<file path="config.mk">
export PLATFORM = sky130hd
export DESIGN_NAME = var_out
export DESIGN_NICKNAME = d
export VERILOG_FILES = /design/src/design/var_pkg.sv /design/src/design/var_out.sv
export SDC_FILE = /design/constraint.sdc
export NUM_CORES = 1
export LEC_CHECK = 0
export BUFFER_PORTS_ARGS = -buffer_cell sky130_fd_sc_hd__clkbuf_2
export CAP_MARGIN = 10
export CELL_PAD_IN_SITES_DETAIL_PLACEMENT = 0
export CELL_PAD_IN_SITES_GLOBAL_PLACEMENT = 1
export CORE_ASPECT_RATIO = 1.1
export CORE_MARGIN = 2
export CORE_UTILIZATION = 43
export DETAILED_ROUTE_END_ITERATION = 6
export GPL_TIMING_DRIVEN = 0
export PLACE_DENSITY_LB_ADDON = 0.1
export SYNTH_ARGS = -nofsm -noshare
export SYNTH_HDL_FRONTEND = slang
export SYNTH_SLANG_ARGS = --single-unit
</file>
<file path="constraint.sdc">
create_clock -name clock -period 9.1 [get_ports clock]
set_input_delay 1.365 -clock clock [delete_from_list [all_inputs] [get_ports clock]]
set_output_delay 1.365 -clock clock [all_outputs]
set_load 0.01 [all_outputs]
</file>
<file path="src/design/var_pkg.sv">
// ----------------------------------------------------------------------------
// var_pkg
// Shared types, widths and constants of the vector axis rotation unit.
// ----------------------------------------------------------------------------
package var_pkg;

   localparam int DATA_WIDTH    = 16;
   localparam int ANGLE_WIDTH   = 16;
   localparam int AXIS_WIDTH    = 2;
   localparam int CORDIC_STAGES = 16;
   localparam int GUARD_BITS    = 16;
   localparam int TABLE_LEN     = 32;
   localparam int IDX_WIDTH     = 5;
   localparam int GAIN_WIDTH    = 32;
   localparam int ACC_WIDTH     = DATA_WIDTH + GUARD_BITS + 4;
   localparam int TURN_WIDTH    = 33;
   localparam int NUM_CELLS     = (CORDIC_STAGES < TABLE_LEN) ? CORDIC_STAGES : TABLE_LEN;

   localparam logic signed [GAIN_WIDTH-1:0] GAIN_Q31 = 32'sd1304065748;

   localparam logic [AXIS_WIDTH-1:0] AXIS_X = 2'd0;
   localparam logic [AXIS_WIDTH-1:0] AXIS_Y = 2'd1;
   localparam logic [AXIS_WIDTH-1:0] AXIS_Z = 2'd2;

   localparam logic [31:0] ATAN_TABLE [TABLE_LEN] = '{
      32'd536870912, 32'd316933406, 32'd167458907, 32'd85004756,
      32'd42667331,  32'd21354465,  32'd10679838,  32'd5340245,
      32'd2670163,   32'd1335087,   32'd667544,    32'd333772,
      32'd166886,    32'd83443,     32'd41722,     32'd20861,
      32'd10430,     32'd5215,      32'd2608,      32'd1304,
      32'd652,       32'd326,       32'd163,       32'd81,
      32'd41,        32'd20,        32'd10,        32'd5,
      32'd3,         32'd1,         32'd1,         32'd0
   };

   typedef struct packed {
      logic signed [DATA_WIDTH-1:0]  comp_x;
      logic signed [DATA_WIDTH-1:0]  comp_y;
      logic signed [DATA_WIDTH-1:0]  comp_z;
      logic        [ANGLE_WIDTH-1:0] turn_angle;
      logic        [AXIS_WIDTH-1:0]  axis_index;
   } req_type;

   typedef struct packed {
      logic signed [DATA_WIDTH-1:0] out_x;
      logic signed [DATA_WIDTH-1:0] out_y;
      logic signed [DATA_WIDTH-1:0] out_z;
      logic                         saturated;
   } rsp_type;

   typedef struct packed {
      logic signed [ACC_WIDTH-1:0]  x;
      logic signed [ACC_WIDTH-1:0]  y;
      logic signed [TURN_WIDTH-1:0] t;
      logic        [AXIS_WIDTH-1:0] axis;
      logic signed [DATA_WIDTH-1:0] pass;
   } stage_type;

endpackage

</file>
<file path="src/design/var_out.sv">
// ----------------------------------------------------------------------------
// var_out
// Rounding, saturation and reassembly, into a two-entry output skid buffer.
// ----------------------------------------------------------------------------
module var_out
   import var_pkg::*;
(
   input  logic      clock,
   input  logic      reset,
   input  logic      in_valid,
   input  stage_type in_stage,
   output logic      pipe_enable,
   output logic      rsp_valid,
   input  logic      rsp_ready,
   output rsp_type   rsp_word
);

   localparam int RND_WIDTH = ACC_WIDTH + 1;
   localparam logic signed [RND_WIDTH-1:0] HALF_LSB = RND_WIDTH'(1) <<< (GUARD_BITS - 1);
   localparam logic signed [RND_WIDTH-1:0] HI = RND_WIDTH'((64'sd1 <<< (DATA_WIDTH - 1)) - 1);
   localparam logic signed [RND_WIDTH-1:0] LO = -HI - RND_WIDTH'(1);

   logic                         main_valid_ff, main_valid_in;
   logic                         spare_valid_ff, spare_valid_in;
   rsp_type                      main_ff, main_in;
   rsp_type                      spare_ff, spare_in;
   rsp_type                      result;
   logic signed [RND_WIDTH-1:0]  ra, rb;
   logic signed [DATA_WIDTH-1:0] qa, qb;
   logic                         clip_a, clip_b;
   logic                         push, pop;

   always_comb begin
      ra = (RND_WIDTH'(in_stage.x) + HALF_LSB) >>> GUARD_BITS;
      rb = (RND_WIDTH'(in_stage.y) + HALF_LSB) >>> GUARD_BITS;
      clip_a = (ra > HI) || (ra < LO);
      clip_b = (rb > HI) || (rb < LO);
      qa = (ra > HI) ? DATA_WIDTH'(HI) : ((ra < LO) ? DATA_WIDTH'(LO) : DATA_WIDTH'(ra));
      qb = (rb > HI) ? DATA_WIDTH'(HI) : ((rb < LO) ? DATA_WIDTH'(LO) : DATA_WIDTH'(rb));
      result.saturated = clip_a | clip_b;
      case (in_stage.axis)
         AXIS_X: begin
            result.out_x = in_stage.pass;
            result.out_y = qa;
            result.out_z = qb;
         end
         AXIS_Y: begin
            result.out_x = qb;
            result.out_y = in_stage.pass;
            result.out_z = qa;
         end
         default: begin
            result.out_x = qa;
            result.out_y = qb;
            result.out_z = in_stage.pass;
         end
      endcase
   end

   assign pipe_enable = !spare_valid_ff;
   assign push        = pipe_enable && in_valid;
   assign pop         = main_valid_ff && rsp_ready;

   always_comb begin
      main_valid_in  = main_valid_ff;
      spare_valid_in = spare_valid_ff;
      main_in        = main_ff;
      spare_in       = spare_ff;
      if (pop) begin
         if (spare_valid_ff) begin
            main_in        = spare_ff;
            spare_valid_in = 1'b0;
         end else begin
            main_in       = result;
            main_valid_in = push;
         end
      end else if (!main_valid_ff) begin
         main_in       = result;
         main_valid_in = push;
      end else if (push) begin
         spare_in       = result;
         spare_valid_in = 1'b1;
      end
   end

   always_ff @(posedge clock) begin
      if (reset) begin
         main_valid_ff  <= 1'b0;
         spare_valid_ff <= 1'b0;
      end else begin
         main_valid_ff  <= main_valid_in;
         spare_valid_ff <= spare_valid_in;
      end
   end

   always_ff @(posedge clock) begin
      main_ff  <= main_in;
      spare_ff <= spare_in;
   end

   assign rsp_valid = main_valid_ff;
   assign rsp_word  = main_ff;

endmodule

</file>
# Word-level counts from Yosys, hierarchy flattened
# Cells that the tools add are included.
dict set report totals {
  reg_bits 100
  in_bits 127
  out_inout_bits 51
  word_cells 41
}
dict set report classes {
  n_addsub 2
  n_lt_le_gt_ge 4
  n_eq_ne 3
  muxes 11
  n_bitwise 2
  reduce_logical 9
}
# cell n
set ops {}
lappend ops {{$mux W49} 3}
lappend ops {{$pmux W48 S2} 1}
lappend ops {{$add A36 B17 Y37 const B} 2}
lappend ops {{$mux W16} 4}
lappend ops {{$gt A21 B16 Y1 const B} 2}
lappend ops {{$lt A21 B16 Y1 const B} 2}
lappend ops {{$mux W1} 3}
lappend ops {{$reduce_and A3 Y1} 1}
lappend ops {{$eq A2 B1 Y1 const B} 1}
lappend ops {{$logic_and A1 B1 Y1} 2}
lappend ops {{$logic_not A2 Y1} 1}
lappend ops {{$logic_or A1 B1 Y1} 2}
lappend ops {{$ne A2 B1 Y1 const B} 1}
lappend ops {{$ne A2 B2 Y1 const B} 1}
lappend ops {{$reduce_and A2 Y1} 1}
lappend ops {{$reduce_or A2 Y1} 1}
lappend ops {{$logic_not A1 Y1} 1}
lappend ops {{$not A1 Y1} 1}
lappend ops {{$or A1 B1 Y1} 1}

# Logic depth before layout (Yosys ltp)
# Gate-level depths: netlist of run 1.
dict set report logic_depth {
  ltp_word 7
  mapped_depth 10
}

# Least setup slack after synthesis of run 1
# Ideal clock, no wire load.
dict set report synth_path {
  kind {input port to flip-flop}
  start {input rsp_ready}
  end {register spare_ff[0] (netlist bit) (enable)}
  setup_ns 0.456
  arrival_ns 4.715
  path_slack_ns 3.930
  stages 3
  n_path_buf 0
  cell_sequence {inv_1 nand2_1 nor2_1}
}
dict set report synth_between {
  elab_chain_cells 3
}
# item line_no
set synth_rtl {}
lappend synth_rtl {{from (decl)} var_out.sv:14} ;# input logic rsp_ready,
lappend synth_rtl {{$logic_and A1 B1 Y1} var_out.sv:62} ;# assign pop = main_valid_ff && rsp_ready;
lappend synth_rtl {{$not A1 Y1 (no source line)} --}
lappend synth_rtl {{$reduce_and A3 Y1 (no source line)} --}
lappend synth_rtl {{to (signal assigned)} var_out.sv:98} ;# spare_ff <= spare_in;
lappend synth_rtl {{to (decl)} var_out.sv:26} ;# rsp_type spare_ff, spare_in;
# No other way between the ends.
# A chain may end at the register's enable or synchronous reset.

==> results of run 1 <==
## final timing paths
| kind | end | from | depth (start not counted) | slack (ns) |
|---|---|---|---|---|
| max | rsp_word[6]$_DFFE_PN_ | in_stage[66] | 9 | 5.00 |
| min reg2reg | rsp_word[48]$_DFFE_PN_ | spare_ff[48]$_DFFE_PP_ | 2 | 0.53 |
| min | rsp_word[48]$_DFFE_PN_ | spare_ff[48]$_DFFE_PP_ | 2 | 0.53 |
| max reg2reg | rsp_word[47]$_DFFE_PN_ | rsp_valid$_SDFFE_PP0P_ | 5 | 6.68 |
## per-stage QoR
stage	power, uW	utilization
2_1_floorplan	696	-
3_3_place_gp	794	0.492
3_5_place_dp	799	0.495
4_1_cts	1190	0.517
5_1_grt	1240	0.517
6_report	1200	0.517
## registers in the layout (all words and copies together), names as in the netlist
name and cells:
spare_valid_ff 1, rsp_word 49, spare_ff 49, rsp_valid 1
## logic make-up after synthesis
kind of cell | Yosys count | synth area share
adder cells (fa/ha/maj) | 2 | 0.00403
multiplexers | 14 | 0.0238
AO/OA/AOI/OAI | 233 | 0.264
buffers and inverters | 49 | 0.0338
AND/OR/NAND/NOR | 202 | 0.153
XOR/XNOR | 30 | 0.0423
flip-flops | 100 | 0.480
## Yosys cell counts (all sizes together), types with 7 or more instances
cell type and instances:
edfxtp 98, nor2 79, nand2 57, o21ai 51, clkbuf 30, a21oi 28, o22ai 22, a221oi 18
xnor2 17, nand3 16, a211oi 14, o221ai 14, a31oi 13, xor2 13, nand4 12, o31ai 11
buf 10, o211ai 9, o21a 9, inv 8, mux2i 8, and4 7
## per-layer routing
layer | track usage | up-vias | part of all wire
li1 | - | 2738 | -
met1 | 0.368 | 2889 | 0.41
met2 | 0.464 | 327 | 0.47
met3 | 0.0463 | 45 | 0.088
met4 | 0.0966 | 0 | 0.028
met5 | 0 | - | 0
## worst min-delay path, delay by kind of cell, from the launching register on
kind             cells  cell delay [ns]
flip-flops           1             0.33
AND/OR/NAND/NOR      2             0.09
## area by class of cell
class / instances / area (sq um) / share of cell area
Buffer: 40 / 176 / 0.0239
Sequential cell: 100 / 2980 / 0.404
Tap cell: 192 / 240 / 0.0325
Clock buffer: 9 / 225 / 0.0305
Timing Repair Buffer: 115 / 606 / 0.0820
Clock inverter: 7 / 83.8 / 0.0114
Multi-Input combinational cell: 481 / 3030 / 0.411
Inverter: 9 / 33.8 / 0.00458
## power groups by stage
stage	Combinational (uW)	Sequential, uW	Clock, uW
after global routing	257	558	422
after CTS	234	556	402
after global placement	228	566	0
final	238	555	404
after detailed placement	234	566	0
after floorplan	116	580	0
==> qor.txt, run 1 <==
Primary FF master, synth - edfxtp_1
Final nets - 885
setup ws final - 5.00 ns
PostCTS Resize Cnt - 0
Pleak - 0.00269 uW
Mapped Cells - 630
cell taking the most area after synthesis - edfxtp_1
width of the die - 119 um
Avg WL per Cell - 22.4 um
most common cell after layout, fill and taps aside - clkbuf_2
Avg Cell Area, Syn - 9.87 sq um
Fmax - 0.244 GHz
Slowest Stage Delay on Critical Path - 0.57 ns
Post-CTS Hold Buffers - 0
Sw Share - 0.293
clock slew at reported path FFs - 0.07 ns
hold violation total from the final report - 0
Vias/cell - 6.29
Synth cell types - 67
Port-buffer cells - 113
Vert. Die Dim - 130 um
vias - 5999
Root Buffer - clkbuf_16
DR pass1 iterations - 7
worst path cell trace - clkbuf_2, ha_1, nand3_1, nor4_2, mux2i_1, nor3_1, o21ai_0, o221ai_1, a31oi_1
worst slew pin tran - 1.01 ns
htree depth - 3
CP Capture Type - flop
critical path's top delay family - compound AO/OA/AOI/OAI gates
CP Class - input pin to flop
final setup fails - 0
pre-CTS setup slack - 4.75 ns
skew final - 0.00533 ns
ys async rst share - 0
vias in the first global route - 5695
violated checks - DRC
worst skew pair latency - 0.36 ns
power density over cell area - 162 mW/mm^2
CTS Buffer Depth - 2
postcts setup bufs - 0
sequential group share of total power - 0.464
ranking of synthesized cells by area - edfxtp_1, nor2_1, o21ai_0, nand2_1, a221oi_1
Post-DRT Antenna Nets - 0
status - complete, but fails checks
RSZ-0062 raised after global routing - false
Max stage delay cell, worst path - nor3_1
synth warn - 0
Die Area - 0.0154 sq mm
core region area - 0.0143 sq mm
drt total wl - 21400 um
WP data arrival - 4.19 ns
clock power share - 0.337
Tcrit/Tclk final - 0.451
Hold Crit Class - flop to flop
post-synth top area share - 0.473
placed cells - 937
Setup TNS Final - 0 ns
Gate power share - 0.199
internal power - 846 uW
Starting Density - 0.435
Slew HR - 0.319
share of cells above drive strength 1 - 0.208
CP Max Fanout - 5
number of antenna diodes - 0
Final Max Tran Viols - 0
GPL Wtd Cong - 0.882
Bufs and invs on worst path - 1
Worst VDD drop - 0.0876 mV
Clock Sink Count - 100
most frequent cells in the layout - clkbuf_2, edfxtp_1, nor2_1
Tmin final - 4.10 ns
fill count - 1408
placed cell area - 0.00707 sq mm
crit path launch type - input pin
Layout area overhead - 18.7%
I/O Pins - 178
syn_nets - 759
CTS tree - yes
post-DP HPWL - 16000 um
Max Cap Viol - 0
fin area - 0.00738 sq mm
Min Hold Slack - 0.526 ns
Mapped Area - 0.00622 sq mm
Finished Layout Cells - 953
GR Overflow Total - 0
Iter 0 DRT Violations - 730
largest net degree at the start of global routing - 38
initial antenna violation count - 0
sw power - 351 uW
Yosys reg bits - 100
sequential-to-total area share from yosys stat - 0.480
TritonCTS buffer count - 9
Remaining DRCs - 3
global-route wire length before repair - 32600 um
number of flops mapped to enable cells by yosys - 98
Cell Rows - 46
Worst EP required - 9.19 ns
Total Routing Usage GR - 0.277
Note: power is estimated with default switching activity, not from simulation.
==> inputs of run 2 (changes only) <==
--- a/config.mk
+++ b/config.mk
@@ -11,7 +11,7 @@
 export CELL_PAD_IN_SITES_GLOBAL_PLACEMENT = 1
 export CORE_ASPECT_RATIO = 1.1
 export CORE_MARGIN = 2
-export CORE_UTILIZATION = 43
+export CORE_UTILIZATION = 36
 export DETAILED_ROUTE_END_ITERATION = 6
 export GPL_TIMING_DRIVEN = 0
 export PLACE_DENSITY_LB_ADDON = 0.1
==> constraint.sdc (replaced) <==
create_clock -name clock -period 3.65 [get_ports clock]
set_input_delay 0.5475 -clock clock [delete_from_list [all_inputs] [get_ports clock]]
set_output_delay 0.5475 -clock clock [all_outputs]
set_load 0.01 [all_outputs]
==> qor.txt, run 2 (synthesis gave the netlist of run 1 again) <==
Vert. Die Dim - 142 um
Max Cap Viol - 0
pre-CTS setup slack - 0.0372 ns
Worst VDD drop - 0.259 mV
clock slew at reported path FFs - 0.07 ns
Slew HR - 0.229
Hold Crit Class - input pin to flop
CTS Buffer Depth - 2
CTS tree - yes
Post-DRT Antenna Nets - 0
final setup fails - 0
largest net degree at the start of global routing - 51
crit path launch type - input pin
hold violation total from the final report - 0
TritonCTS buffer count - 9
Fmax - 0.305 GHz
Slowest Stage Delay on Critical Path - 0.50 ns
power density over cell area - 409 mW/mm^2
Design Power - 3040 uW
width of the die - 129 um
Root Buffer - clkbuf_16
initial antenna violation count - 0
Pleak - 0.00270 uW
GPL Wtd Cong - 0.928
CP Capture Type - flop
skew final - 0.00958 ns
RSZ-0062 raised after global routing - false
core region area - 0.0170 sq mm
Bufs and invs on worst path - 3
most common cell after layout, fill and taps aside - clkbuf_2
WP data arrival - 3.36 ns
fin util - 0.439
Finished Layout Cells - 995
worst slew pin tran - 1.15 ns
Cell Rows - 50
Clock Sink Count - 100
Die Area - 0.0183 sq mm
GR Overflow Total - 0
DR pass1 iterations - 5
htree depth - 3
Final nets - 885
most frequent cells in the layout - clkbuf_2, edfxtp_1, nor2_1
Vias/cell - 5.98
vias in the first global route - 5693
Layout area overhead - 19.7%
number of antenna diodes - 0
postcts setup bufs - 0
Iter 0 DRT Violations - 677
critical path's top delay family - compound AO/OA/AOI/OAI gates
global-route wire length before repair - 33900 um
post-DP HPWL - 16600 um
placed cells - 978
Worst EP required - 3.72 ns
Post-CTS Hold Buffers - 0
I/O Pins - 178
CP Max Fanout - 10
Avg WL per Cell - 22.5 um
vias - 5950
worst path cell trace - clkbuf_2, ha_1, and3_1, buf_2, nand4_1, o22ai_1, a31oi_2, clkbuf_1, nor2_1, o32ai_1, o21ai_0
Max stage delay cell, worst path - a31oi_2
Port-buffer cells - 113
PostCTS Resize Cnt - 0
share of cells above drive strength 1 - 0.206
Final Max Tran Viols - 0
Tcrit/Tclk final - 0.899
worst skew pair latency - 0.36 ns
Tmin final - 3.28 ns
drt total wl - 22400 um
Starting Density - 0.367
status - finished, final reports clean
CP Class - input pin to flop
Remaining DRCs - 0
setup ws final - 0.368 ns
Total Routing Usage GR - 0.246
run 2: through the flow:
stage               cell area [sq um]  setup TNS, ns  hold WS (ns)
floorplan                        6220              0         0.484
global placement                 7080         -25.43         0.517
detailed placement               7100              0         0.511
CTS                              7420              0         0.362
global route                     7440              0         0.376
finish                           7440              0         0.364
run 2: worst paths after layout:
| check | start | depth (start not counted) | slack (ns) | to |
|---|---|---|---|---|
| setup / recovery | in_stage[102] | 11 | 0.37 | rsp_word[8]$_DFFE_PN_ |
| hold / removal | reset | 2 | 0.36 | rsp_valid$_SDFFE_PP0P_ |
| setup reg to reg | rsp_valid$_SDFFE_PP0P_ | 5 | 1.11 | rsp_word[46]$_DFFE_PN_ |
| hold reg to reg | spare_ff[48]$_DFFE_PP_ | 2 | 0.54 | rsp_word[48]$_DFFE_PN_ |
run 2: power by group:
part	total, uW	switching (uW)	internal, uW
logic	602	398	205
clock network	1050	452	602
registers	1380	20.5	1360
total	3040	871	2170
run 2: worst reg2reg max path, stage by stage (launching register included):
cell and delay (ns):
dfxtp_1 0.37, and3_1 0.19, clkbuf_1 0.19, nor2_1 0.66, clkbuf_1 0.56, a221oi_1 0.25
run 2: final cells by class:
cell class,count,area (sq um)
Buffer,40,176
Clock buffer,10,229
Clock inverter,6,86.3
Fill cell,1678,9510
Inverter,9,33.8
Multi-Input combinational cell,481,3030
Sequential cell,100,2980
Tap cell,234,293
Timing Repair Buffer,115,606
run 2: routing by layer:
metal	part of all wire	GRT usage	wire, um	up-vias
li1	-	-	-	2729
met1	0.42	0.331	9470	2867
met2	0.46	0.398	10400	321
met3	0.084	0.0434	1880	33
met4	0.032	0.0887	711	0
met5	0	0	0	-
==> inputs of run 3 (changes only) <==
--- a/config.mk
+++ b/config.mk
@@ -15,6 +15,7 @@
 export DETAILED_ROUTE_END_ITERATION = 6
 export GPL_TIMING_DRIVEN = 0
 export PLACE_DENSITY_LB_ADDON = 0.1
+export RECOVER_POWER = 100
 export SYNTH_ARGS = -nofsm -noshare
 export SYNTH_HDL_FRONTEND = slang
 export SYNTH_SLANG_ARGS = --single-unit
==> qor.txt, run 3 (synthesis gave the netlist of run 1 again) <==
status - complete, but fails checks
violated checks - capacitance limit, slew limit
WHS Path Cells - 2
RSZ-0062 raised after global routing - false
Post-CTS Hold Buffers - 0
post-DP HPWL - 16600 um
skew final - 0.00696 ns
Iter 0 DRT Violations - 645
I/O Pins - 178
worst skew pair latency - 0.36 ns
most common cell after layout, fill and taps aside - edfxtp_1
drt total wl - 22400 um
Design Power - 3010 uW
fin util - 0.432
CP Capture Type - flop
WP data arrival - 3.38 ns
vias - 5906
min-delay src - reset
Slowest Stage Delay on Critical Path - 0.80 ns
Pleak - 0.00251 uW
reg2reg setup slack - 0.82 ns
crit path launch type - input pin
initial antenna violation count - 0
GR Overflow Total - 0
power density over cell area - 412 mW/mm^2
global-route wire length before repair - 33900 um
htree depth - 3
footprint of the multi-input gates - 0.00300 sq mm
width of the die - 129 um
Tcrit/Tclk final - 0.903
Clock Sink Count - 100
Hold Crit Endpoint - rsp_valid$_SDFFE_PP0P_
Starting Density - 0.367
Vias/cell - 5.94
fin area - 0.00732 sq mm
Final Max Tran Viols - 30
FF-to-FF path depth - 3
most frequent cells in the layout - edfxtp_1, clkbuf_1, nor2_1
Avg WL per Cell - 22.6 um
Min Hold Slack - 0.366 ns
CP Max Fanout - 10
largest net degree at the start of global routing - 51
Vert. Die Dim - 142 um
final setup fails - 0
CTS Buffer Depth - 2
worst path cell trace - clkbuf_2, ha_1, and3_1, buf_2, nand4_1, o311ai_2, o211ai_1, o221ai_1, a31oi_1
Slew HR - -0.0296
Worst R2R End - spare_ff[42]$_DFFE_PP_
Post-DRT Antenna Nets - 0
PostCTS Resize Cnt - 0
postcts setup bufs - 0
Hold Crit Class - input pin to flop
Final nets - 885
clock slew at reported path FFs - 0.07 ns
Die Area - 0.0183 sq mm
DR pass1 iterations - 6
Port-buffer cells - 113
TritonCTS buffer count - 9
Root Buffer - clkbuf_16
CP Class - input pin to flop
Tmin final - 3.30 ns
Max stage delay cell, worst path - o311ai_2
Fmax - 0.303 GHz
Cell Rows - 50
fill count - 1701
Worst EP required - 3.73 ns
number of antenna diodes - 0
Worst VDD drop - 0.258 mV
placed cell area - 0.00710 sq mm
Layout area overhead - 17.8%
Remaining DRCs - 0
CTS tree - yes
share of cells above drive strength 1 - 0.129
vias in the first global route - 5693
GPL Wtd Cong - 0.928
Max Cap Viol - 1
Sequential Area - 0.00298 sq mm
core region area - 0.0170 sq mm
Crit Reg-Reg Startpoint - rsp_valid$_SDFFE_PP0P_
Total Routing Usage GR - 0.246
worst slew pin tran - 1.54 ns
hold violation total from the final report - 0
==> run 3: critical path: cells and delay by family <==
family | cells | cell delay [ns]
adder cells (fa/ha/maj) | 1 | 0.20
buffers and inverters | 2 | 0.28
AND/OR/NAND/NOR | 2 | 0.40
AO/OA/AOI/OAI | 4 | 1.95
==> run 3: worst max path at each step <==
stage	from	to	slack, ns
after CTS	in_stage[102]	rsp_word[8]$_DFFE_PN_	0.41
after global placement	rsp_ready	spare_ff[36]$_DFFE_PP_	-0.52
after floorplan	rsp_ready	spare_ff[0]$_DFFE_PP_	0.65
after detailed placement	in_stage[102]	rsp_word[8]$_DFFE_PN_	0.04
final	in_stage[102]	rsp_word[6]$_DFFE_PN_	0.35
after global routing	in_stage[102]	rsp_word[6]$_DFFE_PN_	0.14
==> run 3: layout make-up <==
type                       instances  share of cell area
multi-input combinational        481               0.410
sequential                       100               0.407
timing repair buffer             115              0.0714
tap                              234              0.0400
clock buffer                      10              0.0313
buffer                            40              0.0231
clock inverter                     6              0.0118
inverter                           9             0.00461
==> run 3: through the flow <==
| step | setup TNS [ns] | worst slack, ns | cells |
|---|---|---|---|
| finish | 0 | 0.353 | 995 |
| CTS | 0 | 0.407 | 994 |
| global placement | -25.43 | -0.523 | 977 |
| global route | 0 | 0.143 | 995 |
| detailed placement | 0 | 0.0372 | 978 |
| floorplan | 0 | 0.651 | 630 |
==> run 3: where the power goes <==
part / internal [uW] / leakage, uW / switching [uW] / total (uW)
clock network: 602 / 0.000153 / 447 / 1050
logic: 185 / 0.00141 / 395 / 581
registers: 1360 / 0.000949 / 20.3 / 1380
total: 2150 / 0.00251 / 862 / 3010
==> run 3: metal layers <==
layer  vias up  global-route usage  part of all wire
met5         -                   0                 0
met3        40              0.0434             0.078
li1       2727                   -                 -
met2       286               0.398              0.46
met1      2853               0.331              0.43
met4         0              0.0887             0.033
